`src/hdl/assert_macros.svh`:
```
// assertion helpers shared by the pvb modules
`ifndef ASSERT_MACROS_SVH
`define ASSERT_MACROS_SVH

// same-cycle implication, checked out of reset
`define PVB_ASSERT_SAME(lbl, clk, rst_n, ante, cons, msg) \
    lbl: assert property (@(posedge clk) disable iff (!rst_n) (ante) |-> (cons)) \
        else $error(msg);

// next-cycle implication, checked out of reset
`define PVB_ASSERT_NEXT(lbl, clk, rst_n, ante, cons, msg) \
    lbl: assert property (@(posedge clk) disable iff (!rst_n) (ante) |=> (cons)) \
        else $error(msg);

`endif

```
`src/hdl/pvb_pkg.sv`:
```
package pvb_pkg;

    localparam int SAMPLE_W   = 16;
    localparam int BUF_W      = 16;
    localparam int VOL_W      = 16;
    localparam int BAL_W      = 16;
    localparam int CHC_W      = 4;
    localparam int FACTOR_W   = 15;
    localparam int MUL_A_W    = 17;
    localparam int MUL_B_W    = 32;
    localparam int PROD_W     = MUL_A_W + MUL_B_W;
    localparam int GAIN_SHIFT = 27;
    localparam int CFG_IDX_W  = 2;

    localparam logic [VOL_W-1:0]        VOL_MAX       = 16'd32768;
    localparam logic signed [BAL_W-1:0] UNITY_BAL     = 16'sd16384;
    localparam logic signed [BAL_W-1:0] NEG_UNITY_BAL = -16'sd16384;

    localparam logic              RST_ENABLE   = 1'b1;
    localparam logic [VOL_W-1:0]  RST_VOLUME   = 16'd8192;
    localparam logic [BAL_W-1:0]  RST_BALANCE  = 16'd0;
    localparam logic [CHC_W-1:0]  RST_CHANNELS = 4'd2;

    typedef enum logic [CFG_IDX_W-1:0] {
        CFG_ENABLE   = 2'd0,
        CFG_VOLUME   = 2'd1,
        CFG_BALANCE  = 2'd2,
        CFG_CHANNELS = 2'd3
    } t_cfg_idx;

    typedef enum logic [1:0] {
        ST_IDLE = 2'd0,
        ST_GAIN = 2'd1,
        ST_PROD = 2'd2,
        ST_DONE = 2'd3
    } t_state;

    typedef struct packed {
        logic signed [SAMPLE_W-1:0] sample_in;
        logic [BUF_W-1:0]           buffer_samples;
        logic                       last;
    } t_in_item;

    typedef struct packed {
        logic signed [SAMPLE_W-1:0] sample_out;
        logic                       last_out;
    } t_out_item;

    typedef struct packed {
        logic                     enable;
        logic [VOL_W-1:0]         volume;
        logic signed [BAL_W-1:0]  balance;
        logic [CHC_W-1:0]         channel_count;
    } t_cfg;

    // per-sample decision from the call tracker
    typedef struct packed {
        logic                scale;
        logic [FACTOR_W-1:0] factor;
    } t_trk;

endpackage

```
`src/hdl/pvb_mul.sv`:
```
module pvb_mul (
    input  logic                                i_clk,
    input  logic                                i_en,
    input  logic signed [pvb_pkg::MUL_A_W-1:0]  i_a,
    input  logic signed [pvb_pkg::MUL_B_W-1:0]  i_b,
    output logic signed [pvb_pkg::PROD_W-1:0]   o_prod
);

    logic signed [pvb_pkg::PROD_W-1:0] r_prod;

    always_ff @(posedge i_clk) begin
        if (i_en) begin
            // operands sign extended to the product width
            r_prod <= pvb_pkg::PROD_W'(i_a) * pvb_pkg::PROD_W'(i_b);
        end
    end

    assign o_prod = r_prod;

endmodule

```
`config.mk`:
```
export PLATFORM = sky130hd
export DESIGN_NAME = pvb_mul
export DESIGN_NICKNAME = d
export VERILOG_FILES = /design/src/hdl/assert_macros.svh /design/src/hdl/pvb_pkg.sv /design/src/hdl/pvb_mul.sv
export SDC_FILE = /design/constraint.sdc
export NUM_CORES = 2
export LEC_CHECK = 0
export BUFFER_PORTS_ARGS = -buffer_cell sky130_fd_sc_hd__buf_2
export CORE_MARGIN = 3
export CORE_UTILIZATION = 59
export DETAILED_ROUTE_END_ITERATION = 16
export PLACE_DENSITY = 0.88
export SETUP_SLACK_MARGIN = 0.02
export SYNTH_ARGS = -nofsm -noshare
export SYNTH_HDL_FRONTEND = slang
export SYNTH_SLANG_ARGS = --single-unit
```
`constraint.sdc`:
```
create_clock -name i_clk -period 6.8 [get_ports i_clk]
set_clock_uncertainty 0.1 [all_clocks]
set_input_delay 0 -clock i_clk [delete_from_list [all_inputs] [get_ports i_clk]]
set_output_delay 0 -clock i_clk [all_outputs]
set_load 0.03 [all_outputs]
```
==> results.md <==
* Buffers on Ports at 99
* Diode insertion count for antenna repair at 0
* Top Ports at 100
* Maximum number of pins on one net before global-route repair at 50
* Number of synthesis warnings at 0
* Post-DR wirelength/cell at 19.4 µm
* Maximum level of the CTS H-tree at 2
* Area Overhead vs Synth at 8.02%
* Total of max-cap violations at 0
* Post-synth EDFFs at 49
* Result of the run: finished, final reports clean
* Clock sink count at 49
* Tmin final at 6.58 ns
* Final RePlAce weighted congestion at 0.936
* Final wirelength at 51.4 mm
* Longest individual stage delay on the worst path at 0.56 ns
* Fin. max-slew vios at 0
* Half-perimeter wire length of the detailed placement result at 42.1 mm
* Core area at 33000 µm²
* Fin nets at 2896
* Worst Path Required at 6.88 ns
* Type of the worst min-delay path: primary input to register
* Measured slew at the worst slew-check pin at 0.752 ns
* Worst-path cell chain: buf_2 -> nand2_1 -> fa_1 -> inv_1 -> fa_1 -> fa_1 -> fa_1 -> fa_1 -> inv_1 -> fa_1 -> inv_1 -> ha_1 -> and2_4 -> nand3_2 -> or2_4 -> or4_1 -> a211o_4 -> a311oi_4 -> o221a_2 -> o21ai_2 -> or4b_1 -> nand3_1
* Unique masters post-synth at 55
* First-pass GRT wire length at 85.4 mm
* Total iterations of the first detailed-routing run at 8
* Via Count at 14900
* Largest buffer count on any clock path at 2
* Clock tree from TritonCTS: yes
* Data arrival time at the worst-slack endpoint at 6.66 ns
* Number of buffers added by the clock tree synthesis step at 5
* Library cell used as clock root buffer: clkbuf_16
* Die width at 190 µm
* Global route total overflow at 0
* WHS Path Cells at 2
* Vias in the first global route at 17000
* Die outline area at 36200 µm²
* Starting Density at 60.7%
* Count of state elements after synthesis at 49
* Std-Cell Rows at 66
* Critical path's most frequent cell: fa_1
* Highest clock rate at 152 MHz
* Hold buffers post-CTS at 0
* Origin of the worst min-delay path: i_b[0]
* Biggest area consumer among synthesized cells: fa_1
* Post-route ant nets at 0
* Largest fanout on the critical path at 21
* Category of cells accounting for the largest share of critical-path delay: adder cells
* Layout filler cell count at 2385
* Final setup vio count at 0
* Final clock period utilization by the worst path at 96.7%
* GRT Util Overall at 30.1%
* Worst path bufs/invs at 4
* Y dimension of the die at 190 µm
* Setup_tns at 0 ns
* Kind of start point of the critical path: primary input
* Capture endpoint of the worst hold path: o_prod[0]$_DFFE_PP_
* Path type of the worst setup path: primary input to register
* Post-Syn Nets at 2799
* Combined area of all synthesized cells at 20000 µm²
* Hold Violations, Final at 0
* RSZ-0062 raised after global routing: false
* Synth Instances at 2112
* Endpoint type of the worst setup path: register
* Clock transition at path regs at 0.08 ns
* Flip-flop count of the largest register, all copies and words added at 49
* Layout cell share with drive strength beyond 1 at 8.78%
* Post-synthesis sequential area ratio at 7.34%
* Post-detailed-route via-to-cell ratio at 5.63
* Leading cell types by total area after synthesis: fa_1 (52%), inv_1 (10%), and2_1 (7.4%), edfxtp_1 (7.3%), ha_1 (7.2%)
* Worst slew margin at 49.8%
* Detailed Route Iter0 Violations at 1092
* Slowest stage cell on the critical path: fa_1
* FFs w/ async S/R, synth at 0%
* Remaining design rule violation count at 0
* Synthesized area per cell at 9.49 µm²
* Top-area cell type share of the netlist area at 52.1%
* Number of antenna violations at the first check in global routing at 0
* Flip-flop cell with the highest count after synthesis: edfxtp_1
-- Yosys cell counts (all sizes together) (2+ instances only) --
library cell and count:
a2111oi 3, nand4 6, a211o 2, or3 2
nand3 7, and3 5, nand2b 8, inv 536
nor3b 3, and2 239, fa 521, nor2 46
nand2 298, xnor2 33, nor2b 6, a31oi 3
o21bai 5, a31o 2, ha 115, edfxtp 49
o311ai 2, nor4 2, clkbuf 84, xor2 15
nor3 5, nand4b 2, nand3b 2, a21oi 40
o21a 8, a21o 22, o21ai 20
-- metal layers --
metal / global-route usage, % / up-vias / part of all wire (%)
li1: - / 6319 / -
met1: 37.7 / 7542 / 36
met2: 52.4 / 861 / 51
met3: 5.44 / 221 / 8.4
met4: 12.1 / 0 / 4.5
met5: 0 / - / 0
-- repair_timing --
item | 4_1_cts | 5_1_grt
setup buffers | 0 | 2
setup endpoints to repair | 0 | 6
endpoints found under the hold margin | 0 | 0
gates resized for setup | 0 | 18
-- metrics by stage --
step                      util, %  hold slack, ns  std cells  setup slack (ns)  instance area (µm²)
after floorplan                 -          0.0125       2112             0.391                20000
after global placement       64.9           0.380       2642            -0.132                21400
after detailed placement     64.9           0.377       2642            -0.225                21400
after CTS                    65.3           0.104       2650            0.0895                21600
after global routing         65.5           0.145       2652            0.0357                21600
final                        65.5           0.107       2652             0.221                21600
-- area by class of cell --
| type | count | area [µm²] | share of cell area [%] |
|---|---|---|---|
| clock buffer | 5 | 125 | 0.578 |
| inverter | 536 | 2010 | 9.30 |
| multi-input combinational | 1443 | 16300 | 75.3 |
| clock inverter | 3 | 12.5 | 0.0578 |
| sequential | 49 | 1470 | 6.80 |
| timing repair buffer | 174 | 1180 | 5.43 |
| tap | 442 | 553 | 2.56 |
-- placed cells by master (no fill, tap or decap), types with 15 or more instances in the layout --
cell      count
ha_1        114
nor2_1       46
nand2_1     297
xnor2_1      33
buf_2        92
a21o_1       22
inv_1       536
buf_4        68
fa_1        521
a21oi_1      39
xor2_1       15
and2_1      238
edfxtp_1     49
o21ai_0      19
-- cell families after synthesis --
group,count (synthesis),synth area share (%)
fa+ha+maj,636,59.2
simple gates,637,15.7
mux,1,0.0500
xor+xnor,48,2.10
compound gates,121,3.97
buf+inv,620,11.6
flops,49,7.34
-- how the worst max path moves through the flow --
stage             from              endpoint  slack (ns)  cells past startpoint
2_1_floorplan  i_a[16]  o_prod[47]$_DFFE_PP_        0.39                     23
3_3_place_gp    i_a[2]  o_prod[47]$_DFFE_PP_       -0.13                     23
3_5_place_dp    i_a[9]  o_prod[47]$_DFFE_PP_       -0.23                     22
4_1_cts         i_a[9]  o_prod[47]$_DFFE_PP_        0.09                     22
5_1_grt         i_a[2]  o_prod[47]$_DFFE_PP_        0.04                     23
6_report       i_a[11]  o_prod[47]$_DFFE_PP_        0.22                     22
Power is not shown: default switching activity piles up to over one toggle a cycle in this logic, so the estimate is an artifact.
