## src/hdl/assert_macros.svh

```systemverilog
// assertion helpers shared by the pvb modules
`ifndef ASSERT_MACROS_SVH
`define ASSERT_MACROS_SVH

// same-cycle implication, checked out of reset
`define PVB_ASSERT_SAME(lbl, clk, rst_n, ante, cons, msg) \
    lbl: assert property (@(posedge clk) disable iff (!rst_n) (ante) |-> (cons)) \
        else $error(msg);

// next-cycle implication, checked out of reset
`define PVB_ASSERT_NEXT(lbl, clk, rst_n, ante, cons, msg) \
    lbl: assert property (@(posedge clk) disable iff (!rst_n) (ante) |=> (cons)) \
        else $error(msg);

`endif

```

## src/hdl/pvb_pkg.sv

```systemverilog
package pvb_pkg;

    localparam int SAMPLE_W   = 16;
    localparam int BUF_W      = 16;
    localparam int VOL_W      = 16;
    localparam int BAL_W      = 16;
    localparam int CHC_W      = 4;
    localparam int FACTOR_W   = 15;
    localparam int MUL_A_W    = 17;
    localparam int MUL_B_W    = 32;
    localparam int PROD_W     = MUL_A_W + MUL_B_W;
    localparam int GAIN_SHIFT = 27;
    localparam int CFG_IDX_W  = 2;

    localparam logic [VOL_W-1:0]        VOL_MAX       = 16'd32768;
    localparam logic signed [BAL_W-1:0] UNITY_BAL     = 16'sd16384;
    localparam logic signed [BAL_W-1:0] NEG_UNITY_BAL = -16'sd16384;

    localparam logic              RST_ENABLE   = 1'b1;
    localparam logic [VOL_W-1:0]  RST_VOLUME   = 16'd8192;
    localparam logic [BAL_W-1:0]  RST_BALANCE  = 16'd0;
    localparam logic [CHC_W-1:0]  RST_CHANNELS = 4'd2;

    typedef enum logic [CFG_IDX_W-1:0] {
        CFG_ENABLE   = 2'd0,
        CFG_VOLUME   = 2'd1,
        CFG_BALANCE  = 2'd2,
        CFG_CHANNELS = 2'd3
    } t_cfg_idx;

    typedef enum logic [1:0] {
        ST_IDLE = 2'd0,
        ST_GAIN = 2'd1,
        ST_PROD = 2'd2,
        ST_DONE = 2'd3
    } t_state;

    typedef struct packed {
        logic signed [SAMPLE_W-1:0] sample_in;
        logic [BUF_W-1:0]           buffer_samples;
        logic                       last;
    } t_in_item;

    typedef struct packed {
        logic signed [SAMPLE_W-1:0] sample_out;
        logic                       last_out;
    } t_out_item;

    typedef struct packed {
        logic                     enable;
        logic [VOL_W-1:0]         volume;
        logic signed [BAL_W-1:0]  balance;
        logic [CHC_W-1:0]         channel_count;
    } t_cfg;

    // per-sample decision from the call tracker
    typedef struct packed {
        logic                scale;
        logic [FACTOR_W-1:0] factor;
    } t_trk;

endpackage

```

## src/hdl/pvb_sat.sv

```systemverilog
module pvb_sat (
    input  logic signed [pvb_pkg::PROD_W-1:0]   i_prod,
    output logic signed [pvb_pkg::SAMPLE_W-1:0] o_sample
);

    localparam int MAG_W = pvb_pkg::PROD_W - 1;
    localparam int Q_W   = MAG_W - pvb_pkg::GAIN_SHIFT;

    logic             neg;
    logic [MAG_W-1:0] mag;
    logic [MAG_W-1:0] sum;
    logic [Q_W-1:0]   q;
    logic [Q_W-1:0]   neg_q;

    always_comb begin
        neg   = i_prod[pvb_pkg::PROD_W-1];
        mag   = neg ? MAG_W'(-i_prod) : MAG_W'(i_prod);
        // round half away from zero on the magnitude
        sum   = mag + (MAG_W'(1) << (pvb_pkg::GAIN_SHIFT - 1));
        q     = sum[MAG_W-1:pvb_pkg::GAIN_SHIFT];
        neg_q = Q_W'(0) - q;
        if (neg) begin
            o_sample = (q > Q_W'(32768)) ? 16'sh8000 : neg_q[pvb_pkg::SAMPLE_W-1:0];
        end else begin
            o_sample = (q > Q_W'(32767)) ? 16'sh7fff : q[pvb_pkg::SAMPLE_W-1:0];
        end
    end

endmodule

```

## config.mk

```make
export PLATFORM = sky130hd
export DESIGN_NAME = pvb_sat
export DESIGN_NICKNAME = d
export VERILOG_FILES = /design/src/hdl/assert_macros.svh /design/src/hdl/pvb_pkg.sv /design/src/hdl/pvb_sat.sv
export SDC_FILE = /design/constraint.sdc
export NUM_CORES = 1
export LEC_CHECK = 0
export ABC_CLOCK_PERIOD_IN_PS = 12600
export BUFFER_PORTS_ARGS = -buffer_cell sky130_fd_sc_hd__buf_2
export CAP_MARGIN = 20
export CORE_UTILIZATION = 61
export DETAILED_ROUTE_END_ITERATION = 6
export GPL_TIMING_DRIVEN = 0
export PLACE_DENSITY = 0.95
export SLEW_MARGIN = 20
export SYNTH_ARGS = -nofsm -noshare
export SYNTH_HDL_FRONTEND = slang
export SYNTH_SLANG_ARGS = --single-unit
export TNS_END_PERCENT = 30
```

## constraint.sdc

```tcl
create_clock -name vclk -period 12.6
set_input_delay 0 -clock vclk [all_inputs]
set_output_delay 0 -clock vclk [all_outputs]
set_load 0.01 [all_outputs]
```

==> impl_metrics.toml, run 1 <==
[placement]
globalplace.congestion = 0.9378
dpl.hpwl_mm = 5.883
io_buffers = 61
dp_slack_ns = 7.175

[floorplanning]
core_um2 = 3689
die_y_um = 64.10
initial_utilization_pct = 63.77
num_rows = 22
die_w_um = 64.10
dieArea_um2 = 4108
io_pins = 65

[sta]
grt_setup_unrepaired = "no"
holdWs_ns = 0.6940
worst_pin_slew_ns = 0.6450
setup_viol = 0
slew_violations = 0
hold_viol = 0
max_slew_margin_pct = 56.46
tns_ns = 0
worst_slack_ns = 6.915
period_share_pct = 45.12
fin_crit_ns = 5.685
max_freq_mhz = 175.9

[global_route]
grt_pass1_vias = 2652
grt_remaining_overflow = 0
grt_pass1_wl_mm = 12.08
grt_usage_pct = 35.41
antenna_found_initial = 0
grt_max_degree = 11

[pwr]
ir_worst_vdd_uv = 21.79
power_density_nw_per_um2 = 33.76
p_int_mw = 0.03592
swShare_pct = 60.84
leakage_nw = 0.9285
power_mw = 0.09173
combPwrFrac_pct = 100.0
pwr-share-clk_pct = 0
seqPwrFrac_pct = 0
p_sw_mw = 0.05581

[cells_and_area]
final_core_util_pct = 73.68
clock_buffers = 0
n_antenna_cell = 0
nets = 454
ff_latch_area_um2 = 0
flops_and_latches = 0
nFillCells = 305
drive_gt1_share_pct = 25.75
synthToLayoutAreaGrowth_pct = 15.53

[yosys]
yosysSeqAreaShare_pct = 0
synth_area_um2 = 2352
syn_avg_cell_area_um2 = 6.939
ys_warn_count = 0
syn-num-nets = 391
synth_cell_type_count = 82
synthCells = 339

[min_path]
min_path_type = "in -> out"
hold_depth = 4

[status]
status = "finished clean"

[routing]
ant_nets = 0
drc = 0
routed-via-count = 3073
avgViaCountPerCell = 6.859
drt_first_pass_iters = 5
post_drt_wl_per_cell_um = 16.26
drt-initial-drc-count = 276
routed_wl_mm = 7.285

[setup_path]
endpoint_kind = "output pin"
worstPathMaxFanout = 10
criticalPathCategory = "in -> out"
crit_arrival_ns = 5.69
required_ns = 12.60
cp-start-kind = "primary input"

[run]
cap_violations = 0

[clock_network]
ctsHoldBuffers = 0
cts_resized = 0
cts_setup_buffers = 0
synthesized netlist by cell type, types with 3 or more instances:
library cell	count	share of area, %
nand4_1	7	1.9
nand2b_1	3	0.80
nor2_1	19	3.0
inv_1	10	1.6
o31ai_1	7	2.2
nor3_1	13	2.8
or2_2	3	0.80
mux2_2	4	1.9
a211oi_1	10	3.2
nor4_1	7	1.9
o211ai_1	5	1.6
o21a_1	3	0.96
o21ai_0	13	2.8
a41oi_1	3	1.1
o22ai_1	4	1.1
o31ai_2	3	1.6
nor3b_1	3	0.96
xor2_1	10	3.7
o221ai_1	3	1.1
clkbuf_1	19	3.0
or4_1	3	0.96
ha_1	3	1.6
a31oi_1	4	1.1
and2_1	4	1.1
or3_1	5	1.3
o2111ai_1	4	1.5
and4_1	4	1.5
xnor2_1	17	6.3
nand2_1	47	7.5
nand3_1	17	3.6
a21oi_1	12	2.6
or4_4	4	1.9
worst paths after layout:
path | startpoint | end | slack, ns
max | i_prod[48] | o_sample[11] | 6.91
min | i_prod[33] | o_sample[6] | 0.69
power groups by stage:
stage	Sequential (mW)	Clock (mW)	Combinational [mW]
after global placement	0	0	0.0867
after floorplan	0	0	0.0634
after global routing	0	0	0.100
after CTS	0	0	0.0897
final	0	0	0.0917
after detailed placement	0	0	0.0893
metrics by stage:
stage                     area [um^2]  instances
final                            2718        448
after global routing             2718        448
after CTS                        2718        448
after global placement           2718        448
after detailed placement         2718        448
after floorplan                  2352        339
cells by family (layout without fill, tap and decap cells):
kind of cell | Yosys count | after routing | share of synthesized area [%]
simple gates | 157 | 157 | 38.67
fa+ha+maj | 4 | 4 | 2.021
xor+xnor | 28 | 28 | 10.74
buf+inv | 32 | 93 | 5.638
mux | 7 | 7 | 3.723
compound gates | 111 | 111 | 39.20
per-layer routing:
layer	vias up	GRT usage (%)	part of all wire, %
li1	1474	-	-
met1	1385	47.66	43
met2	196	61.57	45
met3	18	1.964	9.5
met4	0	7.778	2.2
met5	-	0	0
layout by cell type (no fill, tap or decap), drive strengths merged, types with 5 or more instances in the layout:
master and count:
nor3 13, nor4 9, o21ai 15, a21oi 14
a211oi 11, o211ai 6, buf 64, xor2 10
or3 5, clkbuf 19, nand4 7, nand3 17
nor2 20, inv 10, nor4b 5, xnor2 18
o31ai 10, or4 7, nand2 47
layout make-up:
| type | instances | area, um^2 | share of cell area, % |
|---|---|---|---|
| Inverter | 10 | 37.54 | 1.381 |
| Tap cell | 48 | 60.06 | 2.210 |
| Multi-Input combinational cell | 307 | 2220 | 81.68 |
| Buffer | 22 | 95.09 | 3.499 |
| Timing Repair Buffer | 61 | 305.3 | 11.23 |
critical path, cell delays in order:
cell and delay [ns]:
clkbuf_1 0.41, clkbuf_1 0.51, clkbuf_1 0.46, clkbuf_1 0.46, clkbuf_1 0.43, nand2_1 0.13, xnor2_1 0.16, ha_1 0.30
nand2_1 0.13, mux2i_1 0.51, o211ai_1 0.35, nor4_1 0.48, o2111ai_1 0.27, nor4b_4 0.47, a21oi_2 0.19, a311oi_1 0.26
buf_2 0.17
No activity file was read; power rests on OpenSTA's default activity.
==> inputs of run 2 (changes only) <==
- ABC_AREA: default -> 1
- ABC_CLOCK_PERIOD_IN_PS: 12600 -> 5290
- CORE_UTILIZATION: 61 -> 59
- PLACE_DENSITY: 0.95 -> 0.93
- clock period: 12.6 -> 5.29 ns (I/O delays scaled with it)
==> impl_metrics.toml, run 2 <==
[yosys]
synthCells = 584
synth_common_cells = "nand2_1 (195), nor2_1 (81), inv_1 (76), nand3_1 (72), nand2_2 (24)"
synth_area_leaders = "nand2_1 (24%), nand3_1 (12%), nor2_1 (10%)"
netlist.area_leader.share_pct = 24.44
synth_cell_type_count = 35
syn-num-nets = 636
synth_area_um2 = 2995
synth_top_area_cell = "nand2_1"
syn_avg_cell_area_um2 = 5.129
ys_warn_count = 0
yosysSeqAreaShare_pct = 0
yosysMostFrequentCell = "nand2_1"

[status]
status = "finished clean"

[routing]
drt-initial-drc-count = 142
routed-via-count = 3650
post_drt_wl_per_cell_um = 10.81
drc = 0
ant_nets = 0
drt_first_pass_iters = 5
routed_wl_mm = 7.739
avgViaCountPerCell = 5.098

[pwr]
power_density_nw_per_um2 = 66.95
p_int_mw = 0.07727
p_sw_mw = 0.1506
seqPwrFrac_pct = 0
ir_worst_vdd_uv = 35.80
pwr-share-clk_pct = 0
combPwrFrac_pct = 100.0
swShare_pct = 66.10
power_mw = 0.2279
leakage_nw = 1.807

[setup_path]
required_ns = 5.29
crit_arrival_ns = 3.02
endpoint_kind = "output pin"
worstPathMaxFanout = 10
criticalPathCategory = "in -> out"
cp-start-kind = "primary input"

[cells_and_area]
synthToLayoutAreaGrowth_pct = 13.66
final_core_util_pct = 70.68
flops_and_latches = 0
n_antenna_cell = 0
nFillCells = 489
ff_latch_area_um2 = 0
final_cells = 716
nets = 703
drive_gt1_share_pct = 27.58
clock_buffers = 0
layout_common_cells = "nand2_1 (195), nor2_1 (81), inv_1 (76), nand3_1 (72), buf_2 (70)"
fin_area_um2 = 3405
final_common_cell = "nand2_1"

[min_path]
worstHoldStart = "i_prod[39]"
hold_depth = 9
min_path_type = "in -> out"
holdPathEnd = "o_sample[12]"

[placement]
globalplace.congestion = 0.8854
dpl.hpwl_mm = 6.804
io_buffers = 65
post_dp_cell_area_um2 = 3405
place_inst = 716
dp_slack_ns = 2.305

[floorplanning]
dieArea_um2 = 5366
initial_utilization_pct = 62.18
die_y_um = 73.25
num_rows = 25
die_w_um = 73.25
core_um2 = 4817
io_pins = 65

[sta]
hold_viol = 0
grt_setup_unrepaired = "no"
worst_slack_ns = 2.268
holdWs_ns = 0.7516
period_share_pct = 57.13
slew_violations = 0
setup_viol = 0
tns_ns = 0
fin_crit_ns = 3.022
worst_pin_slew_ns = 0.4008
max_freq_mhz = 330.9
max_slew_margin_pct = 73.12

[global_route]
antenna_found_initial = 0
grt_remaining_overflow = 0
grt_usage_pct = 29.30
grt_pass1_wl_mm = 12.92
grt_pass1_vias = 3253
grt_max_degree = 11

[clock_network]
ctsHoldBuffers = 0
cts_resized = 0
cts_setup_buffers = 0

[run]
cap_violations = 0
## run 2: final cells by class
cell class / count / area, um^2 / share of cell area (%)
inverter: 90 / 341.6 / 10.03
tap: 67 / 83.83 / 2.462
timing repair buffer: 65 / 325.3 / 9.555
multi-input combinational: 485 / 2587 / 76.00
buffer: 9 / 66.31 / 1.948
## run 2: cell families after synthesis
| family | count (synthesis) | share of synthesized area (%) |
|---|---|---|
| AND/OR/NAND/NOR | 457 | 79.20 |
| buffers and inverters | 99 | 13.62 |
| AO/OA/AOI/OAI | 18 | 3.885 |
| XOR/XNOR | 7 | 2.047 |
| adder cells (fa/ha/maj) | 3 | 1.253 |
## run 2: how the worst max path moves through the flow
stage	start	endpoint	slack (ns)	cells after the start
final	i_prod[14]	o_sample[13]	2.27	24
after global routing	i_prod[14]	o_sample[12]	1.94	24
after CTS	i_prod[14]	o_sample[13]	2.30	24
after detailed placement	i_prod[14]	o_sample[13]	2.30	24
after global placement	i_prod[14]	o_sample[12]	2.40	24
after floorplan	i_prod[16]	o_sample[10]	3.01	22
## run 2: worst max-delay path: stages
cell	delay, ns
buf_2	0.11
nor2_1	0.20
nand2_1	0.12
nor2_1	0.18
nand3_2	0.12
nand2_2	0.09
nand2_1	0.06
nand2_2	0.10
ha_1	0.28
inv_1	0.08
nand2_1	0.07
nand2_1	0.09
ha_1	0.21
nor2_1	0.11
nand4_1	0.10
nor2_1	0.11
nand3_1	0.09
nor2_1	0.15
nand4_2	0.22
buf_6	0.22
nand3_1	0.07
nand2_1	0.05
nand2_1	0.06
buf_2	0.12
## run 2: layer usage
layer	vias to the layer above	share of wire (%)	global-route usage [%]
met1	1609	42	33.33
met4	0	1.8	6.972
met5	-	0	0
met3	12	3.4	0.9602
li1	1944	-	-
met2	85	52	59.05
## run 2: power by group through the flow
| stage | clock network, mW | logic (mW) | registers, mW |
|---|---|---|---|
| 5_1_grt | 0 | 0.255 | 0 |
| 3_5_place_dp | 0 | 0.226 | 0 |
| 6_report | 0 | 0.228 | 0 |
| 4_1_cts | 0 | 0.227 | 0 |
| 3_3_place_gp | 0 | 0.219 | 0 |
| 2_1_floorplan | 0 | 0.164 | 0 |
==> inputs of run 3 (changes only) <==
- ABC_AREA: 1 -> 0
- ABC_CLOCK_PERIOD_IN_PS: 5290 -> 2500
- CORE_UTILIZATION: 59 -> 51
- PLACE_DENSITY: 0.93 -> 0.88
- clock period: 5.29 -> 2.5 ns (I/O delays scaled with it)
==> impl_metrics.toml, run 3 (same netlist as run 1, synthesis figures left out) <==
[routing]
post_drt_wl_per_cell_um = 17.71
drc = 0
routed_wl_mm = 8.450
drt-initial-drc-count = 297
avgViaCountPerCell = 6.878
ant_nets = 0
routed-via-count = 3281
drt_first_pass_iters = 5

[setup_path]
worstPathMaxFanout = 4
cp-start-kind = "primary input"
criticalPathCategory = "in -> out"
required_ns = 2.50
endpoint_kind = "output pin"
crit_arrival_ns = 4.20

[min_path]
min_path_type = "in -> out"
worstHoldStart = "i_prod[33]"
hold_depth = 4
holdPathEnd = "o_sample[6]"

[placement]
dp_slack_ns = -2.297
place_inst = 452
io_buffers = 61
globalplace.congestion = 0.9698
dpl.hpwl_mm = 5.932

[sta]
hold_viol = 0
setup_viol = 16
grt_setup_unrepaired = "yes"
slew_violations = 0
worst_pin_slew_ns = 0.7668
worst_slack_ns = -1.697
max_slew_margin_pct = 48.88
period_share_pct = 167.9
fin_crit_ns = 4.197
max_freq_mhz = 238.2
tns_ns = -26.06

[cells_and_area]
flops_and_latches = 0
drive_gt1_share_pct = 39.76
synthToLayoutAreaGrowth_pct = 37.98
n_antenna_cell = 0
nets = 479
clock_buffers = 0
final_common_cell = "buf_2"
final_core_util_pct = 74.03
final_cells = 477
ff_latch_area_um2 = 0
layout_common_cells = "buf_2 (60), nand2_1 (44), buf_4 (25), nor2_1 (17), nand3_1 (17)"
nFillCells = 301

[global_route]
grt_max_degree = 11
met3_usage_pct = 1.876
grt_pass1_wl_mm = 12.77
grt_pass1_vias = 2780
grt_use_met1_pct = 42.44
met2_usage_pct = 52.56
antenna_found_initial = 0
grt_usage_pct = 30.63
grt_remaining_overflow = 0
grt.busiest_layer = "met2"

[floorplanning]
num_rows = 24
die_y_um = 69.92
io_pins = 65
initial_utilization_pct = 53.65
dieArea_um2 = 4888
die_w_um = 69.92
core_um2 = 4384

[status]
status = "finished, violations left"
violations = "setup timing"

[pwr]
power_density_nw_per_um2 = 177.9
leakage_nw = 1.152
ir_worst_vdd_uv = 101.3
power_mw = 0.5773

[run]
cap_violations = 0

[clock_network]
ctsHoldBuffers = 0
-- run 3: changes by cell type in the layout (fill, tap and decap cells not counted), moves of 12 or more --
cell and delta:
nand2_1 -151, inv_1 -66, nor2_1 -64, nand3_1 -55, buf_4 +23, nand2_2 -23, nand3_2 -15, nor2_2 -15
nor3_1 +12, xnor2_1 +12
-- run 3: what timing repair did --
| item | 4_1_cts | 5_1_grt |
|---|---|---|
| resized for setup | 24 | 30 |
| cloned | 0 | 1 |
| setup buffers | 10 | 16 |
| pin swaps | 13 | 18 |
| endpoints found under the setup margin | 16 | 16 |
-- run 3: worst max-delay path: stages --
cell      delay (ns)
buf_6           0.09
or4_4           0.56
or4_4           0.56
nor2_4          0.13
nor2_2          0.05
xnor2_1         0.18
ha_2            0.30
nand2_4         0.06
buf_4           0.14
mux2i_4         0.15
o211ai_1        0.28
buf_4           0.24
o31ai_2         0.28
o211ai_2        0.17
buf_4           0.19
nor4_4          0.30
a211o_1         0.22
o221a_2         0.20
buf_6           0.10
-- run 3: metrics by stage --
stage | hold WS (ns) | area, um^2
3_3_place_gp | 0.6639 | 2790
6_report | 0.7190 | 3246
3_5_place_dp | 0.7192 | 2790
5_1_grt | 0.7777 | 3246
4_1_cts | 0.7210 | 2979
2_1_floorplan | 0.3915 | 2420
-- run 3: per-layer routing --
layer | vias to the layer above | wire length [um]
met2 | 232 | 4030
met1 | 1505 | 3435
met5 | - | 0
li1 | 1517 | -
met3 | 27 | 768
met4 | 0 | 216
-- run 3: worst max path at each step --
| stage | start | end | slack [ns] | depth (start not counted) |
|---|---|---|---|---|
| after floorplan | i_prod[6] | o_sample[6] | -1.30 | 16 |
| after global placement | i_prod[48] | o_sample[14] | -2.23 | 17 |
| after detailed placement | i_prod[48] | o_sample[14] | -2.30 | 17 |
| after CTS | i_prod[14] | o_sample[1] | -1.59 | 17 |
| after global routing | i_prod[1] | o_sample[6] | -1.90 | 19 |
| final | i_prod[1] | o_sample[1] | -1.70 | 19 |
-- run 3: cell type report --
cell class | instances | area [um^2] | area share, %
Multi-Input combinational cell | 307 | 2517 | 77.56
Timing Repair Buffer | 86 | 513.0 | 15.81
Buffer | 22 | 112.6 | 3.470
Tap cell | 52 | 65.06 | 2.005
Inverter | 10 | 37.54 | 1.157
-- run 3: power breakdown --
group / internal, mW / switching (mW) / total (mW)
clock: 0 / 0 / 0
sequential: 0 / 0 / 0
combinational: 0.236 / 0.342 / 0.577
total: 0.236 / 0.342 / 0.577
