$ cat config.mk
export PLATFORM = sky130hd
export DESIGN_NAME = pvb_track
export DESIGN_NICKNAME = d
export VERILOG_FILES = /design/src/hdl/pvb_pkg.sv /design/src/hdl/pvb_track.sv
export VERILOG_INCLUDE_DIRS = /design/src /design/src/hdl
export SDC_FILE = /design/constraint.sdc
export NUM_CORES = 1
export LEC_CHECK = 0
export BUFFER_PORTS_ARGS = -buffer_cell sky130_fd_sc_hd__buf_2
export CAP_MARGIN = 20
export CORE_MARGIN = 10
export CORE_UTILIZATION = 55
export DETAILED_ROUTE_END_ITERATION = 6
export PLACE_DENSITY = 0.83
export SKIP_CTS_REPAIR_TIMING = 1
export SYNTH_ARGS = -nofsm -noshare
export SYNTH_HDL_FRONTEND = slang
export SYNTH_SLANG_ARGS = --single-unit
$ cat constraint.sdc
create_clock -name i_clk -period 12.76 [get_ports i_clk]
set_clock_uncertainty 0.1 [all_clocks]
set_input_delay 1.914 -clock i_clk [delete_from_list [all_inputs] [get_ports i_clk]]
set_output_delay 1.914 -clock i_clk [all_outputs]
set_load 0.05 [all_outputs]
$ cat src/hdl/assert_macros.svh
// assertion helpers shared by the pvb modules
`ifndef ASSERT_MACROS_SVH
`define ASSERT_MACROS_SVH

// same-cycle implication, checked out of reset
`define PVB_ASSERT_SAME(lbl, clk, rst_n, ante, cons, msg) \
    lbl: assert property (@(posedge clk) disable iff (!rst_n) (ante) |-> (cons)) \
        else $error(msg);

// next-cycle implication, checked out of reset
`define PVB_ASSERT_NEXT(lbl, clk, rst_n, ante, cons, msg) \
    lbl: assert property (@(posedge clk) disable iff (!rst_n) (ante) |=> (cons)) \
        else $error(msg);

`endif

$ cat src/hdl/pvb_pkg.sv
package pvb_pkg;

    localparam int SAMPLE_W   = 16;
    localparam int BUF_W      = 16;
    localparam int VOL_W      = 16;
    localparam int BAL_W      = 16;
    localparam int CHC_W      = 4;
    localparam int FACTOR_W   = 15;
    localparam int MUL_A_W    = 17;
    localparam int MUL_B_W    = 32;
    localparam int PROD_W     = MUL_A_W + MUL_B_W;
    localparam int GAIN_SHIFT = 27;
    localparam int CFG_IDX_W  = 2;

    localparam logic [VOL_W-1:0]        VOL_MAX       = 16'd32768;
    localparam logic signed [BAL_W-1:0] UNITY_BAL     = 16'sd16384;
    localparam logic signed [BAL_W-1:0] NEG_UNITY_BAL = -16'sd16384;

    localparam logic              RST_ENABLE   = 1'b1;
    localparam logic [VOL_W-1:0]  RST_VOLUME   = 16'd8192;
    localparam logic [BAL_W-1:0]  RST_BALANCE  = 16'd0;
    localparam logic [CHC_W-1:0]  RST_CHANNELS = 4'd2;

    typedef enum logic [CFG_IDX_W-1:0] {
        CFG_ENABLE   = 2'd0,
        CFG_VOLUME   = 2'd1,
        CFG_BALANCE  = 2'd2,
        CFG_CHANNELS = 2'd3
    } t_cfg_idx;

    typedef enum logic [1:0] {
        ST_IDLE = 2'd0,
        ST_GAIN = 2'd1,
        ST_PROD = 2'd2,
        ST_DONE = 2'd3
    } t_state;

    typedef struct packed {
        logic signed [SAMPLE_W-1:0] sample_in;
        logic [BUF_W-1:0]           buffer_samples;
        logic                       last;
    } t_in_item;

    typedef struct packed {
        logic signed [SAMPLE_W-1:0] sample_out;
        logic                       last_out;
    } t_out_item;

    typedef struct packed {
        logic                     enable;
        logic [VOL_W-1:0]         volume;
        logic signed [BAL_W-1:0]  balance;
        logic [CHC_W-1:0]         channel_count;
    } t_cfg;

    // per-sample decision from the call tracker
    typedef struct packed {
        logic                scale;
        logic [FACTOR_W-1:0] factor;
    } t_trk;

endpackage

$ cat src/hdl/pvb_track.sv
`include "assert_macros.svh"

module pvb_track #(
    parameter int MAX_CHANNELS = 8,
    parameter int COUNT_BITS   = 16
) (
    input  logic                                i_clk,
    input  logic                                i_rst_n,
    input  pvb_pkg::t_cfg                       i_cfg,
    input  logic                                i_take,
    input  logic [pvb_pkg::BUF_W-1:0]           i_buffer_samples,
    input  logic                                i_last,
    output pvb_pkg::t_trk                       o_trk
);

    localparam int POS_W = (MAX_CHANNELS > 1) ? $clog2(MAX_CHANNELS) : 1;
    localparam int CW    = POS_W + 2;
    localparam int CLW   = pvb_pkg::CHC_W + 1;

    logic                  r_in_call;
    logic [POS_W-1:0]      r_pos;
    logic [COUNT_BITS-1:0] r_rem;

    logic [CLW-1:0]             ch_clamp;
    logic [CW-1:0]              ch;
    logic signed [pvb_pkg::BAL_W-1:0] bal;
    logic signed [pvb_pkg::BAL_W-1:0] diff;
    logic [COUNT_BITS-1:0]      rem0;
    logic [COUNT_BITS-1:0]      rem1;
    logic [POS_W-1:0]           pos0;
    logic [CW-1:0]              pos_inc;
    logic [COUNT_BITS:0]        fit_sum;
    logic                       fits;

    always_comb begin
        ch_clamp = ({1'b0, i_cfg.channel_count} > CLW'(MAX_CHANNELS)) ?
                   CLW'(MAX_CHANNELS) : {1'b0, i_cfg.channel_count};
        ch = CW'(ch_clamp);

        if (i_cfg.balance > pvb_pkg::UNITY_BAL) begin
            bal = pvb_pkg::UNITY_BAL;
        end else if (i_cfg.balance < pvb_pkg::NEG_UNITY_BAL) begin
            bal = pvb_pkg::NEG_UNITY_BAL;
        end else begin
            bal = i_cfg.balance;
        end

        // call start reloads the count and restarts the frame
        rem0 = r_in_call ? r_rem : COUNT_BITS'(i_buffer_samples);
        pos0 = r_in_call ? r_pos : '0;

        // the whole frame must fit in what is left of the call
        fit_sum = {1'b0, rem0} + (COUNT_BITS + 1)'(pos0);
        fits    = (fit_sum >= (COUNT_BITS + 1)'(ch));

        o_trk.scale  = i_cfg.enable && (ch != '0) && (rem0 != '0) && fits;
        o_trk.factor = pvb_pkg::FACTOR_W'(pvb_pkg::UNITY_BAL);
        diff         = pvb_pkg::UNITY_BAL;
        if (ch > CW'(1)) begin
            if ((pos0 == '0) && (bal > 16'sd0)) begin
                diff = pvb_pkg::UNITY_BAL - bal;
            end else if ((pos0 == POS_W'(1)) && (bal < 16'sd0)) begin
                diff = pvb_pkg::UNITY_BAL + bal;
            end
        end
        o_trk.factor = diff[pvb_pkg::FACTOR_W-1:0];

        rem1    = (rem0 != '0) ? rem0 - COUNT_BITS'(1) : '0;
        pos_inc = CW'(pos0) + CW'(1);
    end

    always_ff @(posedge i_clk) begin
        if (!i_rst_n) begin
            r_in_call <= 1'b0;
            r_pos     <= '0;
            r_rem     <= '0;
        end else if (i_take) begin
            r_rem <= rem1;
            if (i_last || (rem1 == '0)) begin
                r_in_call <= 1'b0;
                r_pos     <= '0;
            end else begin
                r_in_call <= 1'b1;
                r_pos     <= (pos_inc >= ch) ? '0 : pos_inc[POS_W-1:0];
            end
        end
    end

    `PVB_ASSERT_SAME(a_idle_pos_zero, i_clk, i_rst_n, !r_in_call, r_pos == '0, "position set outside a call")
    `PVB_ASSERT_NEXT(a_last_ends_call, i_clk, i_rst_n, i_take && i_last, !r_in_call, "call did not end on last")

endmodule

==> run metrics, run 1 <==
run status=finished, final reports clean; Post-Synthesis Cell Area=2733 µm²; worst path buffer plus inverter count=2; R2R depth=7; core area=4755 µm²; synthesized net count=432; critical path peak fanout=19; first-pass GRT wire length=12.85 mm; IO buf count=56; post-synth top area share=14.65%; Final Core Density=64.42%; Rel. slew slack=27.32%; largest net degree at the start of global routing=50; first-pass detailed-route iteration total=5; EDFF count, synth=0; Worst setup EP type=output port; R2R Setup Slk=8.81 ns; # rows=25; Yosys reg bits=20; height of the die=90.49 µm; Die Area=8188 µm²; crit-path max cell delay=0.52 ns; Arr. time, crit path=5.66 ns; synthesized area per cell=7.591 µm²; Synth Instances=360; fin crit period=7.677 ns; RSZ-0062 raised after global routing=no; asr flop ratio synth=0%; Synth Area in Compound Gates=26.14%; Most used DFF post-synth=dfxtp_1; beginning of the critical path=i_cfg[14]; Hold Path Cell Cnt=2; Synth warnings=0; CTS tree=yes; commonest cells in the netlist=46 x nand2_1, 20 x dfxtp_1, 17 x nor2_1, 16 x a21oi_1, 16 x mux2i_1; main combinational cell family by area after synthesis=simple AND/OR/NAND/NOR gates; reg-to-reg endpoint=r_pos[2]; clock buffer count from CTS=3; Synth area leader=dfxtp_1; total number of cells along the worst setup path=14; DIE WIDTH=90.49 µm; Final Max Tran Viols=0; Post-Synth Adder-Cell Area=7.234%; Final ANT Viol Nets=0; Max VDD drop=58.95 µV; GR Overflow Total=0; synth unique cells=77; sequential-to-total area share from yosys stat=14.65%; P&R area growth vs syn=12.09%; crit path max-delay cell type=or4_1; most frequent cell after synthesis=nand2_1; Final Setup Violations=0; Critical Path, Cell by Cell=buf_2 > or4_1 > or3_1 > o21ai_1 > mux2_2 > nand2_1 > ha_1 > nand3_1 > o41a_1 > a31oi_1 > nor2_1 > nand2_1 > nor2_1 > buf_2; cell area power density=67.88 nW/µm²; Simple-Gate Fraction of Synth Area=30.45%; Top-Level Pins=73; CTS sink count=20; GP Congestion=0.8909; Bufs on Longest Clock Path=2; worst-skew pair later-pin latency=0.26 ns; max cap viols=0; Initial Utilization=57.47%; initial antenna violation count=0; fin nets=480; GRT Total Usage=17.72%; clk slew on worst S/H paths=0.08 ns; Worst Setup Path Type=input pin to output port; WL final=7.573 mm; xor and xnor area share after synthesis=7.647%; reg2reg start=r_in_call; post-DP HPWL=6.004 mm; Final Hold Vio Count=0; crit start category=input pin; min-delay worst type=flip-flop to flip-flop; H-tree Lvls=1; CP top delay family=simple AND/OR/NAND/NOR gates; Slew @ Worst Pin=1.090 ns; DRC Markers=0; Final period util=60.17%; post-route setup TNS=0 ns; via density per instance=6.123; layout cells sized above 1=19.70%; mux share of post-synthesis cell area=9.570%; CP Data Required Time=10.75 ns; clk root buf=clkbuf_8; f_max=130.3 MHz; vias=2,896; Avg WL per Cell=16.01 µm; DR iter-0 viols=225; synth top area cells=dfxtp_1 15%, ha_1 6.9%, nand2_1 6.3%; critical path endpoint=o_trk[13]; vias in the first global route=2,768; P_leak=1.281 nW; ant diodes=0
cells in the final DEF (no fill, tap or decap), types with 5 or more instances in the layout:
master	count
and2_1	9
o21a_1	5
inv_1	10
mux2i_1	16
o21ai_0	14
o31ai_1	5
xnor2_1	13
xor2_1	9
a21oi_1	16
a21boi_0	5
nand3_1	15
o211ai_1	6
buf_2	56
nor2b_1	8
dfxtp_1	19
mux2_2	8
a31oi_1	5
nand2_1	46
nor2_1	17
nand2b_1	5
ha_1	15
nor3_1	15
per-layer routing:
| metal | track usage (%) | part of all wire [%] | vias to the layer above |
|---|---|---|---|
| met1 | 22.15 | 45 | 1350 |
| met2 | 30.83 | 48 | 90 |
| li1 | - | - | 1441 |
| met3 | 2.909 | 5.2 | 15 |
| met5 | 0 | 0 | - |
| met4 | 3.714 | 1.9 | 0 |
kinds of logic after synthesis:
family,after synthesis
AND/OR/NAND/NOR,155
buffers and inverters,24
multiplexers,25
flip-flops,20
AO/OA/AOI/OAI,97
XOR/XNOR,23
adder cells (fa/ha/maj),16
how the worst min path moves through the flow:
stage / startpoint / end / slack, ns
5_1_grt: r_pos[2] / r_pos[2] / 0.41
6_report: r_pos[2] / r_pos[2] / 0.39
2_1_floorplan: r_pos[0] / r_pos[0] / 0.34
3_5_place_dp: r_pos[2] / r_pos[2] / 0.37
4_1_cts: r_pos[2] / r_pos[2] / 0.38
3_3_place_gp: r_pos[2] / r_pos[2] / 0.36
state kept, by name, summed over array words and instances (netlist names):
| signal | flops |
|---|---|
| r_rem | 16 |
| r_pos | 3 |
| r_in_call | 1 |
worst min-delay path, cell delays in order, from the launching register on:
cell and delay [ns]:
dfxtp_1 0.34, nand2_1 0.06, o31ai_1 0.05
cell type report:
class                   count  area (µm²)
clock buffers               3       41.29
fillers                   439        1692
inverters                  11       41.29
multi-input cells         316        2215
flip-flops and latches     20       401.6
well taps                  67       83.83
repair buffers             56       280.3
where the power goes:
part | leakage [nW] | internal, mW | switching (mW)
clock network | 0.0216 | 0.0211 | 0.0218
logic | 1.09 | 0.0354 | 0.0564
registers | 0.165 | 0.0665 | 0.00682
stage by stage:
step / worst slack [ns] / cell area, µm² / instances / hold slack (ns) / total power, mW
2_1_floorplan: 5.221 / 2733 / 360 / 0.3396 / 0.1406
3_3_place_gp: 5.193 / 3022 / 470 / 0.3630 / 0.1628
3_5_place_dp: 5.119 / 3022 / 470 / 0.3732 / 0.1655
4_1_cts: 5.109 / 3063 / 473 / 0.3840 / 0.2077
5_1_grt: 4.785 / 3063 / 473 / 0.4052 / 0.2207
6_report: 5.083 / 3063 / 473 / 0.3866 / 0.2079
Note: power is estimated with default switching activity, not from simulation.
==> inputs of run 2 (changes only) <==
--- a/config.mk
+++ b/config.mk
@@ -9,9 +9,9 @@
 export BUFFER_PORTS_ARGS = -buffer_cell sky130_fd_sc_hd__buf_2
 export CAP_MARGIN = 20
 export CORE_MARGIN = 10
-export CORE_UTILIZATION = 55
+export CORE_UTILIZATION = 49
 export DETAILED_ROUTE_END_ITERATION = 6
-export PLACE_DENSITY = 0.83
+export PLACE_DENSITY = 0.78
 export SKIP_CTS_REPAIR_TIMING = 1
 export SYNTH_ARGS = -nofsm -noshare
 export SYNTH_HDL_FRONTEND = slang
==> constraint.sdc (replaced) <==
create_clock -name i_clk -period 6.4 [get_ports i_clk]
set_clock_uncertainty 0.1 [all_clocks]
set_input_delay 0.96 -clock i_clk [delete_from_list [all_inputs] [get_ports i_clk]]
set_output_delay 0.96 -clock i_clk [all_outputs]
set_load 0.05 [all_outputs]
==> run 2 against run 1 <==
Compared with the run above:
- highest routed layer unchanged
- register-to-register slack got worse by 6.3 ns
- sequential power is 99% higher
- critical path depth is the same
- critical endpoint is now o_trk[11]
- core utilization decreased by 8.0 points
- largest cell class unchanged
==> run metrics, run 2 (synthesis gave the netlist of run 1 again) <==
IO buf count=56 (unchanged); Comb pwr share=42.7% (-1.4 points); fin nets=481 (+0.21%); most common cell after layout, fill and taps aside=buf_2; Slew @ Worst Pin=0.9982 ns (-0.09208 ns); clk root buf=clkbuf_8; height of the die=94.68 µm (+4.6%); Worst Setup Path Type=input pin to output port; # rows=27 (+8.0%); Largest Register=r_rem; R2R depth=7 (unchanged); f_max=187.4 MHz; crit-path max cell delay=0.54 ns (+0.02 ns); Avg WL per Cell=15.63 µm (-2.4%); clock buffer count from CTS=3 (unchanged); first-pass GRT wire length=12.43 mm (-3.3%); P&R area growth vs syn=13.10%; Worst Hold End=r_pos[2]; NetSw=0.1725 mW (+100%); Final period util=83.39%; via density per instance=5.990 (-2.2%); Initial Utilization=49.93% (-7.5 points); Int Pwr=0.2586 mW (+110%); number of flip-flops in the largest register=16 (unchanged); WL final=7.500 mm (-0.96%); DIE WIDTH=94.68 µm (+4.6%); CP Data Required Time=5.34 ns (-5.41 ns); Final Hold Vio Count=0 (unchanged); Final ANT Viol Nets=0 (unchanged); P_leak=1.293 nW (+0.94%); run status=finished, final reports clean; Rel. slew slack=33.45% (+6.1 points); worst-skew pair later-pin latency=0.27 ns (about the same); CP top delay family=simple AND/OR/NAND/NOR gates; layout cells sized above 1=20.10% (+0.39 points); R2R Setup Slk=2.50 ns (-6.31 ns); DR iter-0 viols=172 (-24%); fin crit period=5.337 ns; DRC Markers=0 (unchanged); GR Overflow Total=0 (unchanged); Max VDD drop=103.0 µV (+75%); RSZ-0062 raised after global routing=no; min-delay worst type=flip-flop to flip-flop; cell area power density=139.5 nW/µm² (+110%); clock share of power=23.4% (+2.8 points); H-tree Lvls=1 (unchanged); core area=5473 µm² (+15%); worst path buffer plus inverter count=2 (unchanged); Arr. time, crit path=4.28 ns (-1.38 ns); critical path peak fanout=19 (unchanged); Net Sw Frac=40.02% (-0.85 points); post-DP HPWL=5.920 mm (-1.4%); reg-to-reg endpoint=r_pos[2]; Final Core Density=56.47% (-8.0 points); max cap viols=0 (unchanged); crit start category=input pin; Worst setup EP type=output port; Critical Path, Cell by Cell=buf_2 > or4_1 > or3_1 > o21ai_1 > mux2_2 > nand2_1 > ha_1 > nand3_1 > o41a_1 > a31oi_1 > nor2_1 > nand2_1 > nor2_1 > buf_2; post-route setup TNS=0 ns (unchanged); first-pass detailed-route iteration total=6 (+1); reg2reg start=r_in_call; GRT Total Usage=16.38% (-1.3 points); initial antenna violation count=0 (unchanged); total power=0.4311 mW (+110%); most frequent cells in the layout=56 x buf_2, 46 x nand2_1, 19 x dfxtp_1, 17 x nor2_1; crit path max-delay cell type=or4_1; Largest regs=r_rem x16, r_pos x3, r_in_call x1; min-delay src=r_pos[2]; Die Area=8963 µm² (+9.5%); Final Setup Violations=0 (unchanged); GP Congestion=0.9450 (+6.1%); Seq pwr share=33.9% (-1.4 points); Top-Level Pins=73 (unchanged); Final Max Tran Viols=0 (unchanged); vias in the first global route=2,706 (-2.2%); Bufs on Longest Clock Path=2 (unchanged); clk slew on worst S/H paths=0.07 ns (about the same); CTS tree=yes; vias=2,875 (-0.73%); Hold Path Cell Cnt=2 (unchanged); fill count=518 (+18%); CTS sink count=20 (unchanged); largest net degree at the start of global routing=50 (unchanged); ant diodes=0 (unchanged)
==> run 2: layout make-up <==
cell class / instances / area (µm²) / share of cell area (%)
multi-input cells: 316 / 2215 / 71.66
flip-flops and latches: 20 / 401.6 / 13.00
repair buffers: 57 / 287.8 / 9.312
well taps: 72 / 90.09 / 2.915
clock buffers: 4 / 55.05 / 1.781
inverters: 11 / 41.29 / 1.336
==> run 2: through the flow <==
step / instance area, µm² / setup slack, ns / hold slack [ns] / instances
final: 3090 / 1.063 / 0.3855 / 480
after global routing: 3090 / 0.7710 / 0.4014 / 480
after CTS: 3090 / 1.071 / 0.3870 / 480
after detailed placement: 3035 / 1.085 / 0.3744 / 476
after global placement: 3035 / 1.136 / 0.3678 / 476
after floorplan: 2733 / 0.7689 / 0.3396 / 360
==> run 2: worst min-delay path, delay by kind of cell, from the launching register on <==
family | cells | cell delay (ns)
compound gates | 1 | 0.05
flops | 1 | 0.33
simple gates | 1 | 0.06
==> run 2: how the worst max path moves through the flow <==
| stage | start | endpoint | slack [ns] | cells past startpoint |
|---|---|---|---|---|
| after detailed placement | i_cfg[14] | o_trk[11] | 1.09 | 14 |
| after global placement | i_cfg[14] | o_trk[7] | 1.14 | 14 |
| after floorplan | i_cfg[14] | o_trk[6] | 0.77 | 13 |
| after global routing | i_cfg[14] | o_trk[7] | 0.77 | 14 |
| after CTS | i_cfg[14] | o_trk[11] | 1.07 | 14 |
| final | i_cfg[14] | o_trk[11] | 1.06 | 14 |
==> run 2: metal layers <==
metal / part of all wire, % / vias up / GRT usage, %
li1: - / 1445 / -
met1: 45 / 1306 / 21.76
met2: 43 / 117 / 26.49
met3: 11 / 7 / 3.172
met4: 0.95 / 0 / 4.115
met5: 0 / - / 0
==> run 2: power by group through the flow <==
stage	registers [mW]	clock network (mW)	logic (mW)
2_1_floorplan	0.141	0	0.139
3_3_place_gp	0.148	0	0.178
3_5_place_dp	0.149	0	0.181
4_1_cts	0.146	0.103	0.183
5_1_grt	0.148	0.108	0.203
6_report	0.146	0.101	0.184
==> inputs of run 3 (changes only) <==
==> constraint.sdc (replaced) <==
create_clock -name i_clk -period 4.4 [get_ports i_clk]
set_clock_uncertainty 0.1 [all_clocks]
set_input_delay 0.66 -clock i_clk [delete_from_list [all_inputs] [get_ports i_clk]]
set_output_delay 0.66 -clock i_clk [all_outputs]
set_load 0.05 [all_outputs]
==> run 3 against run 2 <==
Compared with the run above:
- global-route usage grew 0.98 points
- routed wire length grew 4.8%
- combinational power grew 64%
- clock power grew 47%
- cell count grew 2.3%
- critical path depth grew 1
- core utilization grew 4.1 points
- total power grew 52%
- sequential share of layout area shrank 0.87 points
- count of clock-buffer cells in the layout is the same
- critical endpoint is now o_trk[6]
==> run metrics, run 3 (synthesis gave the netlist of run 1 again) <==
run status=finished, final reports clean; Largest regs=r_rem x16, r_pos x3, r_in_call x1; most frequent cells in the layout=48 x buf_2, 45 x nand2_1, 19 x dfxtp_1; vias in the first global route=2,861 (+5.7%); Final Max Tran Viols=0 (unchanged); H-tree Lvls=1 (unchanged); layout cells sized above 1=26.01% (+5.9 points); crit start category=input pin; P&R area growth vs syn=21.25%; Rel. slew slack=53.24% (+20 points); crit-path max cell delay=0.53 ns (about the same); GRT Total Usage=17.36% (+0.98 points); first-pass GRT wire length=13.24 mm (+6.6%); max cap viols=0 (unchanged); Max VDD drop=202.3 µV (+96%); clk slew on worst S/H paths=0.08 ns (about the same); Die Area=8963 µm² (unchanged); f_max=235.4 MHz; post-DP HPWL=6.292 mm (+6.3%); min-delay worst type=flip-flop to flip-flop; GP Congestion=0.8863 (-6.2%); CTS tree=yes; largest net degree at the start of global routing=32 (-36%); ant diodes=0 (unchanged); DR iter-0 viols=124 (-28%); Final period util=96.57%; first-pass detailed-route iteration total=4 (-2); Hold Path Cell Cnt=2 (unchanged); worst-skew pair later-pin latency=0.27 ns (about the same); Slew @ Worst Pin=0.6924 ns (-0.3058 ns); via density per instance=6.063 (+1.2%); fin crit period=4.249 ns; CP Data Required Time=3.64 ns (-1.70 ns); Final ANT Viol Nets=0 (unchanged); fin nets=492 (+2.3%); initial antenna violation count=0 (unchanged); GR Overflow Total=0 (unchanged); worst hold margin=0.3959 ns (+0.01042 ns); RSZ-0062 raised after global routing=yes; WL final=7.863 mm (+4.8%); DIE WIDTH=94.68 µm (unchanged); clk root buf=clkbuf_8; most common cell after layout, fill and taps aside=buf_2; R2R depth=8 (+1); Worst Setup Path Type=input pin to output port; Final Setup Violations=0 (unchanged); clock buffer count from CTS=3 (unchanged); Final Core Density=60.54% (+4.1 points); core area=5473 µm² (unchanged); P_leak=1.368 nW (+5.8%); Worst setup EP type=output port; Top-Level Pins=73 (unchanged); DRC Markers=0 (unchanged); Largest Register=r_rem; Initial Utilization=49.93% (unchanged); Bufs on Longest Clock Path=2 (unchanged); Final Hold Vio Count=0 (unchanged); Arr. time, crit path=3.49 ns (-0.79 ns); cell area power density=198.3 nW/µm² (+42%); IO buf count=56 (unchanged); critical path peak fanout=6 (-13); most frequent cell on the critical path=nand2_1; CTS sink count=20 (unchanged); # rows=27 (unchanged); number of flip-flops in the largest register=16 (unchanged); Avg WL per Cell=16.01 µm (+2.5%); Critical Path, Cell by Cell=buf_2 > or4_1 > or3_1 > o21ai_1 > mux2_2 > nand2_1 > ha_1 > nand3_1 > o41a_1 > a31oi_1 > nor2_1 > buf_4 > nand2_1 > nor3_4 > buf_6; height of the die=94.68 µm (unchanged); crit path max-delay cell type=or4_1; vias=2,977 (+3.5%)
-- run 3: cell types whose count changed in the layout (fill, tap and decap cells not counted), moves of 2 or more --
cell and change:
a211oi_1 -2, buf_6 +2, nor2_1 -7, clkbuf_4 +7, nor2_4 +6, buf_4 +10, a21oi_1 -2, buf_2 -8
-- run 3: layout make-up --
type                    instances  area (µm²)
clock buffers                   4       55.05
fillers                       493        2160
inverters                      11       41.29
multi-input cells             316        2327
flip-flops and latches         20       401.6
well taps                      72       90.09
repair buffers                 68       397.9
-- run 3: final timing paths --
kind                  start        to  slack [ns]
setup / recovery  i_cfg[14]  o_trk[6]        0.15
setup reg to reg  r_in_call  r_pos[2]        1.24
hold / removal     r_pos[2]  r_pos[2]        0.40
hold reg to reg    r_pos[2]  r_pos[2]        0.40
-- run 3: stage by stage --
stage	TNS [ns]	instance area (µm²)	setup slack [ns]	cells	power, mW
final	0	3313	0.1511	491	0.6569
after global placement	0	3212	0.1519	487	0.4973
after detailed placement	0	3212	0.09783	487	0.5039
after global routing	-0.08767	3313	-0.06036	491	0.6995
after floorplan	-0.2342	2828	-0.1828	360	0.4227
after CTS	0	3267	0.08639	491	0.6524
-- run 3: critical path: cells and delay by family --
family                     cells  cell delay [ns]
AOI/OAI and AO/OA              3             0.42
adders and majority gates      1             0.21
buffers and inverters          3             0.46
muxes                          1             0.20
and+or+nand+nor                7             1.54
-- run 3: power breakdown --
group          total (mW)  internal (mW)  leakage (nW)  switching [mW]
registers           0.207          0.193         0.165          0.0138
clock network       0.148         0.0799        0.0288          0.0678
logic               0.302          0.118          1.17           0.184
-- run 3: per-layer routing --
metal  routed length (µm)  global-route usage [%]  vias to the layer above
li1                     -                       -                     1469
met1                 3449                   21.96                     1409
met2                 3908                   30.15                       92
met3                  444                   3.251                        7
met4                   59                   3.117                        0
met5                    0                       0                        -
